==> src/design/srxc_pkg.sv <==
// ----------------------------------------------------------------------------
// srxc_pkg
// Types and constants shared by the serial frame receiver modules.
// ----------------------------------------------------------------------------
package srxc_pkg;

    localparam int BYTE_W = 8;
    localparam int ADDR_W = 8;

    localparam logic [BYTE_W-1:0] SYNC_FIRST_RST  = 8'hA5;
    localparam logic [BYTE_W-1:0] SYNC_SECOND_RST = 8'h5A;
    localparam logic [BYTE_W-1:0] FORMAT_MARK_RST = 8'h80;
    localparam logic [BYTE_W-1:0] END_MARK_RST    = 8'h04;

    localparam logic [ADDR_W-1:0] REG_SYNC_FIRST  = 8'd0;
    localparam logic [ADDR_W-1:0] REG_SYNC_SECOND = 8'd1;
    localparam logic [ADDR_W-1:0] REG_FORMAT_MARK = 8'd2;
    localparam logic [ADDR_W-1:0] REG_END_MARK    = 8'd3;

    typedef enum logic [2:0] {
        PH_HUNT    = 3'd0,
        PH_SYNC2   = 3'd1,
        PH_FORMAT  = 3'd2,
        PH_LENGTH  = 3'd3,
        PH_PAYLOAD = 3'd4,
        PH_END     = 3'd5
    } phase_t;

    typedef enum logic [1:0] {
        KIND_PAYLOAD   = 2'd0,
        KIND_ACCEPT    = 2'd1,
        KIND_CHECK_BAD = 2'd2,
        KIND_END_BAD   = 2'd3
    } kind_t;

    typedef struct packed {
        logic [BYTE_W-1:0] sync_first;
        logic [BYTE_W-1:0] sync_second;
        logic [BYTE_W-1:0] format_mark;
        logic [BYTE_W-1:0] end_mark;
    } cfg_t;

    typedef struct packed {
        kind_t             kind;
        logic [BYTE_W-1:0] payload_byte;
        logic [BYTE_W-1:0] byte_index;
        logic [BYTE_W-1:0] frame_length;
        logic              last_payload;
    } result_t;

endpackage

==> src/design/serial_frame_receiver_xor_check.sv <==
// ----------------------------------------------------------------------------
// serial_frame_receiver_xor_check
// Sync/length deframer with XOR checksum and terminator check.
// ----------------------------------------------------------------------------
// One received byte per input transaction, one byte per clock while s_ready
// is high. The frame state machine updates in the cycle a byte is taken and
// its result (a payload byte, or a verdict after the checksum or terminator)
// is registered toward the m_ channel through a result register backed by a
// skid stage, so s_ready only drops after m_ready has been low with two
// results held. Header mismatches restart the hunt silently; checksum match
// gives no result and the terminator byte decides accept or reject. Config
// writes (cfg_addr 0..3: sync_first, sync_second, format_mark, end_mark)
// take effect from the next byte on; other addresses are ignored.
module serial_frame_receiver_xor_check
    import srxc_pkg::*;
(
    input  logic              aclk,
    input  logic              aresetn,
    input  logic              cfg_we,
    input  logic [ADDR_W-1:0] cfg_addr,
    input  logic [BYTE_W-1:0] cfg_wdata,
    input  logic              s_valid,
    output logic              s_ready,
    input  logic [BYTE_W-1:0] s_rx_byte,
    output logic              m_valid,
    input  logic              m_ready,
    output logic [1:0]        m_kind,
    output logic [BYTE_W-1:0] m_payload_byte,
    output logic [BYTE_W-1:0] m_byte_index,
    output logic [BYTE_W-1:0] m_frame_length,
    output logic              m_last_payload
);

    cfg_t    cfg;
    logic    byte_en;
    logic    res_valid;
    result_t res;
    result_t out_data;

    assign byte_en = s_valid && s_ready;

    srxc_cfg_regs u_cfg (
        .aclk      (aclk),
        .aresetn   (aresetn),
        .cfg_we    (cfg_we),
        .cfg_addr  (cfg_addr),
        .cfg_wdata (cfg_wdata),
        .cfg       (cfg)
    );

    srxc_deframer u_deframer (
        .aclk      (aclk),
        .aresetn   (aresetn),
        .byte_en   (byte_en),
        .rx_byte   (s_rx_byte),
        .cfg       (cfg),
        .res_valid (res_valid),
        .res       (res)
    );

    srxc_out_buf u_out (
        .aclk      (aclk),
        .aresetn   (aresetn),
        .push      (res_valid),
        .push_data (res),
        .room      (s_ready),
        .out_valid (m_valid),
        .out_ready (m_ready),
        .out_data  (out_data)
    );

    assign m_kind         = out_data.kind;
    assign m_payload_byte = out_data.payload_byte;
    assign m_byte_index   = out_data.byte_index;
    assign m_frame_length = out_data.frame_length;
    assign m_last_payload = out_data.last_payload;

    // skid stage only fills behind a held result
    a_skid_behind_main: assert property (@(posedge aclk) disable iff (!aresetn)
        !s_ready |-> m_valid)
        else $error("skid stage full with no result held");

    a_verdict_clean: assert property (@(posedge aclk) disable iff (!aresetn)
        (m_valid && m_kind != KIND_PAYLOAD) |->
            (m_payload_byte == '0 && m_byte_index == '0 && !m_last_payload))
        else $error("verdict carries payload fields");

    a_index_in_frame: assert property (@(posedge aclk) disable iff (!aresetn)
        (m_valid && m_kind == KIND_PAYLOAD) |-> (m_byte_index < m_frame_length))
        else $error("payload index beyond declared length");

    a_last_at_end: assert property (@(posedge aclk) disable iff (!aresetn)
        (m_valid && m_last_payload) |->
            (({1'b0, m_byte_index} + 9'd1) == {1'b0, m_frame_length}))
        else $error("last flag not on final payload byte");

endmodule

==> src/design/srxc_cfg_regs.sv <==
// ----------------------------------------------------------------------------
// srxc_cfg_regs
// Configuration register bank: sync, format and terminator bytes.
// ----------------------------------------------------------------------------
module srxc_cfg_regs
    import srxc_pkg::*;
(
    input  logic              aclk,
    input  logic              aresetn,
    input  logic              cfg_we,
    input  logic [ADDR_W-1:0] cfg_addr,
    input  logic [BYTE_W-1:0] cfg_wdata,
    output cfg_t              cfg
);

    cfg_t cfg_reg;
    cfg_t cfg_next;

    always_comb begin
        cfg_next = cfg_reg;
        if (cfg_we) begin
            unique case (cfg_addr)
                REG_SYNC_FIRST:  cfg_next.sync_first  = cfg_wdata;
                REG_SYNC_SECOND: cfg_next.sync_second = cfg_wdata;
                REG_FORMAT_MARK: cfg_next.format_mark = cfg_wdata;
                REG_END_MARK:    cfg_next.end_mark    = cfg_wdata;
                default:         cfg_next = cfg_reg;
            endcase
        end
    end

    always_ff @(posedge aclk) begin
        if (!aresetn) begin
            cfg_reg.sync_first  <= SYNC_FIRST_RST;
            cfg_reg.sync_second <= SYNC_SECOND_RST;
            cfg_reg.format_mark <= FORMAT_MARK_RST;
            cfg_reg.end_mark    <= END_MARK_RST;
        end else begin
            cfg_reg <= cfg_next;
        end
    end

    assign cfg = cfg_reg;

endmodule

==> src/design/srxc_deframer.sv <==
// ----------------------------------------------------------------------------
// srxc_deframer
// Frame state machine: header hunt, length, payload with running XOR,
// checksum and terminator check. One byte per accepted transaction.
// ----------------------------------------------------------------------------
module srxc_deframer
    import srxc_pkg::*;
(
    input  logic              aclk,
    input  logic              aresetn,
    input  logic              byte_en,
    input  logic [BYTE_W-1:0] rx_byte,
    input  cfg_t              cfg,
    output logic              res_valid,
    output result_t           res
);

    phase_t            phase_reg, phase_next;
    logic [BYTE_W-1:0] count_reg, count_next;
    logic [BYTE_W-1:0] len_reg,   len_next;
    logic [BYTE_W-1:0] xor_reg,   xor_next;

    logic in_payload;
    logic is_last;

    assign in_payload = (count_reg < len_reg);
    assign is_last    = ({1'b0, count_reg} + 9'd1) == {1'b0, len_reg};

    // next state
    always_comb begin
        phase_next = phase_reg;
        count_next = count_reg;
        len_next   = len_reg;
        xor_next   = xor_reg;
        unique case (phase_reg)
            PH_HUNT: begin
                if (rx_byte == cfg.sync_first) phase_next = PH_SYNC2;
            end
            PH_SYNC2: begin
                if (rx_byte == cfg.sync_second) begin
                    phase_next = PH_FORMAT;
                end else begin
                    phase_next = PH_HUNT;
                    count_next = '0;
                    len_next   = '0;
                    xor_next   = '0;
                end
            end
            PH_FORMAT: begin
                if (rx_byte == cfg.format_mark) begin
                    phase_next = PH_LENGTH;
                end else begin
                    phase_next = PH_HUNT;
                    count_next = '0;
                    len_next   = '0;
                    xor_next   = '0;
                end
            end
            PH_LENGTH: begin
                len_next   = rx_byte;
                count_next = '0;
                xor_next   = '0;
                phase_next = PH_PAYLOAD;
            end
            PH_PAYLOAD: begin
                if (in_payload) begin
                    xor_next   = xor_reg ^ rx_byte;
                    count_next = count_reg + 8'd1;
                end else if (rx_byte == xor_reg) begin
                    phase_next = PH_END;
                end else begin
                    phase_next = PH_HUNT;
                    count_next = '0;
                    len_next   = '0;
                    xor_next   = '0;
                end
            end
            default: begin
                // terminator byte, and any stray code: back to the hunt
                phase_next = PH_HUNT;
                count_next = '0;
                len_next   = '0;
                xor_next   = '0;
            end
        endcase
    end

    // outputs
    always_comb begin
        res_valid        = 1'b0;
        res.kind         = KIND_PAYLOAD;
        res.payload_byte = '0;
        res.byte_index   = '0;
        res.frame_length = len_reg;
        res.last_payload = 1'b0;
        unique case (phase_reg)
            PH_PAYLOAD: begin
                if (in_payload) begin
                    res_valid        = byte_en;
                    res.payload_byte = rx_byte;
                    res.byte_index   = count_reg;
                    res.last_payload = is_last;
                end else if (rx_byte != xor_reg) begin
                    res_valid = byte_en;
                    res.kind  = KIND_CHECK_BAD;
                end
            end
            PH_END: begin
                res_valid = byte_en;
                res.kind  = (rx_byte == cfg.end_mark) ? KIND_ACCEPT : KIND_END_BAD;
            end
            default: res_valid = 1'b0;
        endcase
    end

    always_ff @(posedge aclk) begin
        if (!aresetn) begin
            phase_reg <= PH_HUNT;
            count_reg <= '0;
            len_reg   <= '0;
            xor_reg   <= '0;
        end else if (byte_en) begin
            phase_reg <= phase_next;
            count_reg <= count_next;
            len_reg   <= len_next;
            xor_reg   <= xor_next;
        end
    end

endmodule

==> src/design/srxc_out_buf.sv <==
// ----------------------------------------------------------------------------
// srxc_out_buf
// Result register with a skid stage; ready toward the input is registered.
// ----------------------------------------------------------------------------
module srxc_out_buf
    import srxc_pkg::*;
(
    input  logic    aclk,
    input  logic    aresetn,
    input  logic    push,
    input  result_t push_data,
    output logic    room,
    output logic    out_valid,
    input  logic    out_ready,
    output result_t out_data
);

    logic    main_valid_reg, main_valid_next;
    logic    skid_valid_reg, skid_valid_next;
    result_t main_data_reg,  main_data_next;
    result_t skid_data_reg,  skid_data_next;

    always_comb begin
        main_valid_next = main_valid_reg;
        skid_valid_next = skid_valid_reg;
        main_data_next  = main_data_reg;
        skid_data_next  = skid_data_reg;
        if (!main_valid_reg || out_ready) begin
            if (skid_valid_reg) begin
                // no push can arrive while the skid stage is full
                main_valid_next = 1'b1;
                main_data_next  = skid_data_reg;
                skid_valid_next = 1'b0;
            end else begin
                main_valid_next = push;
                main_data_next  = push_data;
            end
        end else if (push) begin
            skid_valid_next = 1'b1;
            skid_data_next  = push_data;
        end
    end

    always_ff @(posedge aclk) begin
        if (!aresetn) begin
            main_valid_reg <= 1'b0;
            skid_valid_reg <= 1'b0;
        end else begin
            main_valid_reg <= main_valid_next;
            skid_valid_reg <= skid_valid_next;
        end
    end

    always_ff @(posedge aclk) begin
        main_data_reg <= main_data_next;
        skid_data_reg <= skid_data_next;
    end

    assign room      = !skid_valid_reg;
    assign out_valid = main_valid_reg;
    assign out_data  = main_data_reg;

endmodule
==> config.mk <==
export PLATFORM = sky130hd
export DESIGN_NAME = serial_frame_receiver_xor_check
export DESIGN_NICKNAME = d
export VERILOG_FILES = /design/src/design/srxc_pkg.sv /design/src/design/serial_frame_receiver_xor_check.sv /design/src/design/srxc_cfg_regs.sv /design/src/design/srxc_deframer.sv /design/src/design/srxc_out_buf.sv
export SDC_FILE = /design/constraint.sdc
export NUM_CORES = 1
export LEC_CHECK = 0
export ABC_CLOCK_PERIOD_IN_PS = 5100
export BUFFER_PORTS_ARGS = -buffer_cell sky130_fd_sc_hd__clkbuf_2
export CELL_PAD_IN_SITES_DETAIL_PLACEMENT = 0
export CELL_PAD_IN_SITES_GLOBAL_PLACEMENT = 1
export CORE_ASPECT_RATIO = 0.5
export CORE_MARGIN = 5
export CORE_UTILIZATION = 46
export DETAILED_ROUTE_END_ITERATION = 10
export PLACE_DENSITY = 0.85
export SLEW_MARGIN = 0
export SYNTH_ARGS = -nofsm -noshare
export SYNTH_HDL_FRONTEND = slang
export SYNTH_SLANG_ARGS = --single-unit
==> constraint.sdc <==
create_clock -name aclk -period 5.1 [get_ports aclk]
set_input_delay 0.51 -clock aclk [delete_from_list [all_inputs] [get_ports aclk]]
set_output_delay 0.51 -clock aclk [all_outputs]
set_load 0.01 [all_outputs]
==> run summary <==
Fillcell total - 1,076
Crit path kind - flip-flop to flip-flop
Fin crit share - 65.37%
Overflow after GRT - 0
IO Pins - 58
Hold Vio Cnt, Final - 0
Hold Path Depth - 3
Cts repair resizes - 0
Avg Cell Area, Syn - 10.16 sq um
CTS root buffer - clkbuf_16
Number of clock sinks - 115
Vias per cell - 5.302
Area after DPL - 0.005963 sq mm
Core ar. - 0.01184 sq mm
# setup viols final - 0
FF/Latch Area - 0.002843 sq mm
Largest register FFs - 32
Outcome - complete, no violations
Critical path capture point type - flip-flop
Tmin final - 3.334 ns
Cell Pwr Density - 362.5 mW/mm^2
Via count - 4,109
Mean routed wirelength per cell - 17.06 um
# rows - 28
Initial Utilization - 47.08%
Share of cells above drive strength 1 - 20.98%
IR drop worst, VDD - 0.2254 mV
Cell area after synthesis - 0.005575 sq mm
GP Congestion - 0.8718
Unique masters post-synth - 53
Clock buffer depth - 2
Hpwl dp - 8924 um
Width of the die - 165.7 um
Post-DRT Antenna Nets - 0
Seq cells post-synth - 115
Input/output buffers - 57
Drt total wl - 13,230 um
YS warnings - 0
Inserted Diodes - 0
Area Overhead vs Synth - 18.74%
Leakage - 2.432 nW
Gr usage total - 19.11%
CP Data Required Time - 5.31 ns
# DRC - 0
Maximum clock rate - 299.9 MHz
Largest net degree at the start of global routing - 42
Setup TNS - 0 ns
Setup Skew - 0.01228 ns
Hold-fix buffers, CTS - 0
Slew HR - 33.10%
Antenna violations before repair - 0
Slew Limit Fails - 0
Setup crit start kind - flip-flop
Total CTS buffers - 17
Vias in the first global route - 4,148
Die footprint - 0.01456 sq mm
Pre-Repair DR Iteration Count - 5
Initial DRC count - 260
R2R cell count - 8
Post-synth ARST share - 0%
Post-CTS Setup Bufs - 0
Predominant post-synthesis flop cell - dfxtp_1
Hold Crit Class - input port to flip-flop
EDFF count, synth - 54
RSZ-0062 raised after global routing - no
Least-Margin Pin Slew - 0.9998 ns
Gate Count Post-Synth - 549
Worst-path maximum fanout - 21
Finished Cell Area - 0.006620 sq mm
Multi-input logic area - 0.002512 sq mm
Clock Latency Late Sink - 0.41 ns
First-pass GRT wire length - 21,800 um
Die Y - 87.85 um
Max Cap Viol - 0
WP data arrival - 3.54 ns
Synthesized net count - 587
CTS tree - done
Layout Nets - 635
CTS H-tree lvls - 4
Sequential area share after synthesis - 50.99%
CTS clock-pin slew for the worst setup and hold paths - 0.05 ns
## worst max-delay path, cell delays in order, from the launching register on
cell and delay (ns):
dfxtp_1 0.41, inv_1 0.09, ha_1 0.33, a21oi_1 0.17, o21ai_1 0.16, or2_1 0.47, nor2_1 0.85, o211ai_1 0.26
o41ai_1 0.39
## placed cells by master (no fill, tap or decap), types with 16 or more instances in the layout
cell type and instances:
clkbuf_2 57, nand2_1 103, mux2_2 18, a21oi_1 24
dfxtp_1 61, clkbuf_16 17, nor3_1 20, mux2i_1 20
xnor2_1 38, inv_1 16, edfxtp_1 54
## kinds of logic after synthesis
group                    share of synthesized area, %
XOR/XNOR                                        7.697
buffers and inverters                           4.129
flip-flops                                      50.99
multiplexers                                    7.226
AND/OR/NAND/NOR                                 18.96
AO/OA/AOI/OAI                                   8.977
adder cells (fa/ha/maj)                         2.020
## layout make-up
class,count,area share [%]
clock buffers,19,6.842
inverters,17,0.9639
flip-flops and latches,115,42.94
well taps,165,3.119
multi-input cells,382,37.95
repair buffers,64,5.103
clock inverters,13,3.081
## worst paths after layout
check        slack (ns)                                from                     endpoint
min reg2reg        0.46           u_cfg.cfg[6]$_SDFFE_PN0P_    u_cfg.cfg[6]$_SDFFE_PN0P_
min                0.38                        cfg_wdata[3]   u_cfg.cfg[11]$_SDFFE_PN0P_
max                1.77  u_deframer.len_reg[7]$_SDFFE_PN0P_  u_out.out_data[0]$_DFFE_PP_
max reg2reg        1.77  u_deframer.len_reg[7]$_SDFFE_PN0P_  u_out.out_data[0]$_DFFE_PP_
## stage by stage
step | hold slack (ns) | std cells | total power [mW] | util [%] | setup slack (ns)
after floorplan | 0.4436 | 549 | 1.067 | - | 1.208
after global placement | 0.4492 | 743 | 1.107 | 50.36 | 1.981
after detailed placement | 0.4550 | 743 | 1.108 | 50.36 | 1.873
after CTS | 0.3687 | 775 | 2.417 | 55.91 | 1.735
after global routing | 0.3810 | 775 | 2.464 | 55.91 | 1.317
final | 0.3799 | 775 | 2.400 | 55.91 | 1.766
## power by group
part | total [mW] | switching [mW] | internal (mW)
logic | 0.116 | 0.0738 | 0.0427
registers | 0.973 | 0.00605 | 0.967
clock network | 1.31 | 0.420 | 0.890
## synthesized netlist by cell type, types with 12 or more instances
library cell    n  area [sq um]
clkbuf_1       17         63.81
nand3_1        15         75.07
dfxtp_1        61          1221
mux2_2         18         202.7
mux2i_1        20         200.2
nor2_1         15         56.30
o21ai_0        14         70.07
inv_1          16         60.06
xnor2_1        38         332.8
a21oi_1        24         120.1
nand2_1       103         386.6
buf_2          13         65.06
nor3_1         20         100.1
edfxtp_1       54          1622
and2_1         12         75.07
## routing by layer
layer | wire [um] | up-vias | track usage (%) | share of wire, %
li1 | - | 2042 | - | -
met5 | 0 | - | 0 | 0
met4 | 181 | 0 | 7.260 | 1.4
met2 | 6011 | 117 | 30.95 | 45
met1 | 6084 | 1935 | 25.25 | 46
met3 | 947 | 15 | 4.779 | 7.2
(Power assumes the default switching activity.)
